`config.mk`:
```
export PLATFORM = sky130hd
export DESIGN_NAME = tfn_sqrt_cell
export DESIGN_NICKNAME = d
export VERILOG_FILES = /design/src/rtl/core/triangle_face_normal_defines.svh /design/src/rtl/core/tfn_pkg.sv /design/src/rtl/core/tfn_sqrt_cell.sv
export SDC_FILE = /design/constraint.sdc
export NUM_CORES = 1
export LEC_CHECK = 0
export ABC_AREA = 1
export BUFFER_PORTS_ARGS = -buffer_cell sky130_fd_sc_hd__buf_2
export CORE_ASPECT_RATIO = 1.2
export CORE_MARGIN = 2
export CORE_UTILIZATION = 54
export CTS_CLUSTER_DIAMETER = 150
export DETAILED_ROUTE_END_ITERATION = 6
export PLACE_DENSITY_LB_ADDON = 0.3
export REMOVE_ABC_BUFFERS = 1
export SLEW_MARGIN = 20
export SYNTH_ARGS = -nofsm -noshare
export SYNTH_HDL_FRONTEND = slang
export SYNTH_SLANG_ARGS = --single-unit
```
`constraint.sdc`:
```
create_clock -name i_clk -period 6.3 [get_ports i_clk]
set_clock_uncertainty 0.2 [all_clocks]
set_input_delay 0.63 -clock i_clk [delete_from_list [all_inputs] [get_ports i_clk]]
set_output_delay 0.63 -clock i_clk [all_outputs]
set_load 0.02 [all_outputs]
```
`src/rtl/core/triangle_face_normal_defines.svh`:
```
// Assertion helpers for the face normal block.
`ifndef TRIANGLE_FACE_NORMAL_DEFINES_SVH
`define TRIANGLE_FACE_NORMAL_DEFINES_SVH

// Checks a property on every clock edge outside reset.
`define TFN_ASSERT(lbl, prop) \
    lbl: assert property (@(posedge i_clk) disable iff (!i_rst_n) prop) \
        else $error("face normal assertion failed");

// Checks that a condition implies a consequence on the same edge.
`define TFN_IMPLIES(lbl, cond, cons) \
    `TFN_ASSERT(lbl, (cond) |-> (cons))

`endif

```
`src/rtl/core/tfn_pkg.sv`:
```
// ----------------------------------------------------------------------------
// Face normal package
// Types, widths and constants shared by the face normal block and its cells.
// ----------------------------------------------------------------------------
`default_nettype none

package tfn_pkg;

    localparam int COORD_WIDTH      = 16;
    localparam int NORMAL_FRAC_BITS = 14;
    localparam int OUT_WIDTH        = 16;
    localparam int CFG_WIDTH        = 32;
    localparam logic [CFG_WIDTH-1:0] MIN_LENGTH_RESET = 32'd17;

    // Edge, cross product, square and root widths.
    localparam int EDGE_W = COORD_WIDTH + 1;
    localparam int PROD_W = 2 * EDGE_W;
    localparam int NRM_W  = PROD_W + 1;
    localparam int SQ_W   = 2 * NRM_W;
    localparam int LEN_W  = NRM_W + 1;
    localparam int SUM_W  = 2 * LEN_W;
    localparam int Q_W    = NORMAL_FRAC_BITS + 1;

    typedef struct packed {
        logic signed [COORD_WIDTH-1:0] ax;
        logic signed [COORD_WIDTH-1:0] ay;
        logic signed [COORD_WIDTH-1:0] az;
        logic signed [COORD_WIDTH-1:0] bx;
        logic signed [COORD_WIDTH-1:0] by;
        logic signed [COORD_WIDTH-1:0] bz;
        logic signed [COORD_WIDTH-1:0] cx;
        logic signed [COORD_WIDTH-1:0] cy;
        logic signed [COORD_WIDTH-1:0] cz;
    } t_in;

    typedef struct packed {
        logic signed [OUT_WIDTH-1:0] norm_x;
        logic signed [OUT_WIDTH-1:0] norm_y;
        logic signed [OUT_WIDTH-1:0] norm_z;
        logic                        degenerate;
    } t_out;

endpackage

`default_nettype wire

```
`src/rtl/core/tfn_sqrt_cell.sv`:
```
// ----------------------------------------------------------------------------
// Square root cell
// One digit of a restoring integer square root, with side data riding along.
// ----------------------------------------------------------------------------
`default_nettype none

module tfn_sqrt_cell #(
    parameter int LW = tfn_pkg::LEN_W,
    parameter int DW = 8
) (
    input  wire logic            i_clk,
    input  wire logic            i_rst_n,
    input  wire logic            i_en,
    input  wire logic            i_vld,
    input  wire logic [2*LW-1:0] i_rad,
    input  wire logic [LW+1:0]   i_rem,
    input  wire logic [LW-1:0]   i_root,
    input  wire logic [DW-1:0]   i_side,
    output logic                 o_vld,
    output logic [2*LW-1:0]      o_rad,
    output logic [LW+1:0]        o_rem,
    output logic [LW-1:0]        o_root,
    output logic [DW-1:0]        o_side
);

    logic [LW+3:0] rem_sh;
    logic [LW+3:0] trial;
    logic          ge;

    always_comb begin
        rem_sh = {i_rem, i_rad[2*LW-1 -: 2]};
        trial  = {2'b00, i_root, 2'b01};
        ge     = rem_sh >= trial;
    end

    always_ff @(posedge i_clk) begin
        if (!i_rst_n) begin
            o_vld <= 1'b0;
        end else if (i_en) begin
            o_vld <= i_vld;
        end
    end

    always_ff @(posedge i_clk) begin
        if (i_en) begin
            o_rad  <= {i_rad[2*LW-3:0], 2'b00};
            o_rem  <= ge ? (LW+2)'(rem_sh - trial) : rem_sh[LW+1:0];
            o_root <= {i_root[LW-2:0], ge};
            o_side <= i_side;
        end
    end

endmodule

`default_nettype wire

```
==> flow_summary.json <==
{
  "routabilityCongestion": 0.974,
  "synth_top_family_by_area": "simple AND/OR/NAND/NOR gates",
  "nFillCells": 1252,
  "peakVddDrop_uv": 149,
  "overflow": 0,
  "antenna_found_initial": 4,
  "die_h_um": 138,
  "setup_viol": 0,
  "cpMostUsedCell": "nand2_1",
  "p_leak_nw": 5.35,
  "synth_cell_types": 28,
  "drtPass1Iterations": 6,
  "final_layout_size_suffix_gt1_frac": 0.283,
  "crit_path_top_delay_cell": "nand2_4",
  "critPathKind": "in2reg",
  "required_ps": 6270,
  "drv_slew": 0,
  "hold_path.class": "in2reg",
  "cts_tree": "yes",
  "synthFlopType": "edfxtp_1",
  "synth_top_area_share": 0.561,
  "endpoint_kind": "register",
  "clock_latency_ps": 420,
  "h-tree-depth": 4,
  "tightest_slew_ps": 1070,
  "ioPinCount": 313,
  "yosysTopAreaCell": "edfxtp_1",
  "postRouteWirelength_mm": 23.3,
  "grt_max_degree": 119,
  "grt_pass1_wl_mm": 35.0,
  "register_area_um2": 4580,
  "syn_avg_cell_area_um2": 8.89,
  "vias": 7078,
  "core_area_um2": 14800,
  "rsz0062_at_grt": "no",
  "async_reset_ff_frac": 0,
  "cp-start-kind": "input port",
  "yosysWarnings": 0,
  "hold_buffers": 0,
  "synth_xor_area_frac": 0.0226,
  "final_net_count": 1431,
  "ys_ff_latch": 153,
  "synth_adder_area_share": 0.0585,
  "die_w_um": 116,
  "clock_sinks": 153,
  "vias_per_cell": 4.86,
  "drtAntennaViolNets": 0,
  "post_synth_instance_area_um2": 8130,
  "status": "finished clean",
  "cts_setup_buffers": 0,
  "syn2layout_area_growth_pct": 28.3,
  "port_buffers": 310,
  "crit_chain": "buf_2 -> inv_1 -> ha_1 -> nand2_1 -> nor2_1 -> nand2_1 -> clkinv_1 -> nand3_1 -> nand3_2 -> nand2_1 -> nand2_4 -> inv_4 -> nand2_1 -> nand2_1",
  "route.detailed.drc": 0,
  "fin_tns_setup_ps": 0,
  "syn_inst": 914,
  "cts.reportedPaths.clkPinSlew_ps": 60,
  "post-route-min-period_ps": 2890,
  "pre_cts_ws_ps": 2950,
  "cts_resized": 0,
  "cts_buffer_depth": 2,
  "synth_edf_count": 152,
  "cts_inserted_buffers": 17,
  "grt_util_all_layers": 0.289,
  "start_util": 0.548,
  "cap_violations": 0,
  "cts_root_buf": "clkbuf_16",
  "cellPowerDensity_nw_per_um2": 274,
  "worst_slew_margin_rel": 0.290,
  "path_max_fanout": 41,
  "floorplan.rows": 49,
  "grt_pass1_vias": 6773,
  "ys_top_cells_by_area": "edfxtp_1 56%, nand2_1 16%, inv_1 7.2%, ha_1 5.8%, nor2_1 3.3%",
  "finalHoldViolCount": 0,
  "wl_per_cell_um": 16.0,
  "fmax_mhz": 346,
  "drt-initial-drc-count": 458,
  "multi_input_area_um2": 2870,
  "dp_hpwl_mm": 18.6,
  "seq_area_frac_synth": 0.564,
  "muxShareOfSynthArea": 0,
  "utilization": 0.703,
  "finalWorstSetupSlack_ps": 3410,
  "synth-simple-area-share": 0.245,
  "timing.final.crit_share": 0.459,
  "crit_arrival_ps": 2870,
  "synth-compound-area-share": 0.0256,
  "dieArea_um2": 16100,
  "max_stage_delay_ps": 390
}
metal layers:
layer  up-vias  routed length [um]  share of wire  track usage
met5         -                  13        0.00056            0
met4         2                 804          0.034        0.117
met3        57                2090          0.090       0.0921
met2       280               11800           0.51        0.508
met1      3192                8640           0.37        0.320
li1       3547                   -              -            -
logic make-up after synthesis:
| family | Yosys count |
|---|---|
| simple gates | 494 |
| buf+inv | 168 |
| flops | 153 |
| compound gates | 39 |
| fa+ha+maj | 38 |
| xor+xnor | 21 |
| other cells | 1 |
synthesized netlist by cell type, types with 2 or more instances:
| cell | n |
|---|---|
| edfxtp_1 | 152 |
| nand3_2 | 2 |
| o21ai_0 | 8 |
| ha_1 | 38 |
| nor2_1 | 72 |
| nand3_1 | 42 |
| inv_1 | 155 |
| buf_4 | 5 |
| nand4_1 | 3 |
| o21bai_1 | 4 |
| nand3b_1 | 8 |
| nand2_2 | 2 |
| nor2_2 | 4 |
| nand2_1 | 352 |
| buf_6 | 4 |
| a21oi_1 | 26 |
| nor3_1 | 7 |
| xor2_1 | 20 |
worst max-delay path: cells and delay by family:
| family | cells | cell delay, ps |
|---|---|---|
| AND/OR/NAND/NOR | 9 | 1360 |
| buffers and inverters | 4 | 480 |
| adder cells (fa/ha/maj) | 1 | 340 |
layout make-up:
class,instances,area share
Timing Repair Buffer,311,0.150
Clock inverter,13,0.0107
Antenna cell,3,0.000720
Tap cell,204,0.0245
Inverter,158,0.0571
Multi-Input combinational cell,594,0.275
Sequential cell,153,0.440
Clock buffer,19,0.0425
placed cells by master, fill, tap and decap left out, types with 4 or more instances in the layout:
cell / netlist / routed
xor2_1: 20 / 20
inv_6: 0 / 4
a21oi_1: 26 / 26
inv_1: 155 / 155
nor2_2: 4 / 4
nand3_1: 42 / 42
nor3_1: 7 / 7
clkbuf_16: 0 / 17
nand2_1: 352 / 352
buf_2: 1 / 309
nand3b_1: 8 / 8
ha_1: 38 / 38
nor2_1: 72 / 72
o21ai_0: 8 / 8
o21bai_1: 4 / 4
edfxtp_1: 152 / 152
final timing paths:
kind,from,to,slack (ps),cells past startpoint
setup reg to reg,o_vld,o_vld,5380,2
hold reg to reg,o_vld,o_vld,400,2
setup / recovery,i_root[20],o_rem[21],3410,14
hold / removal,i_rad[54],o_rad[56],180,1
registers in the layout (all words and copies together) (netlist names):
register	count
o_rem	38
o_vld	1
o_root	36
o_side	8
o_rad	70
power by group:
part,total (mW),switching [mW],internal [mW],leakage (nW)
sequential,1.27,0.0249,1.24,1.50
clock,0.957,0.432,0.525,0.265
combinational,0.638,0.429,0.209,3.59
total,2.86,0.886,1.97,5.35
stage by stage:
step	instances	power (mW)	hold slack (ps)	cell area, um2
after floorplan	905	1.67	406	8050
after global placement	1420	1.91	327	9870
after detailed placement	1420	1.92	341	9870
after CTS	1452	2.87	170	10400
after global routing	1455	2.98	165	10400
final	1455	2.86	178	10400
Note: power is estimated with default switching activity, not from simulation.
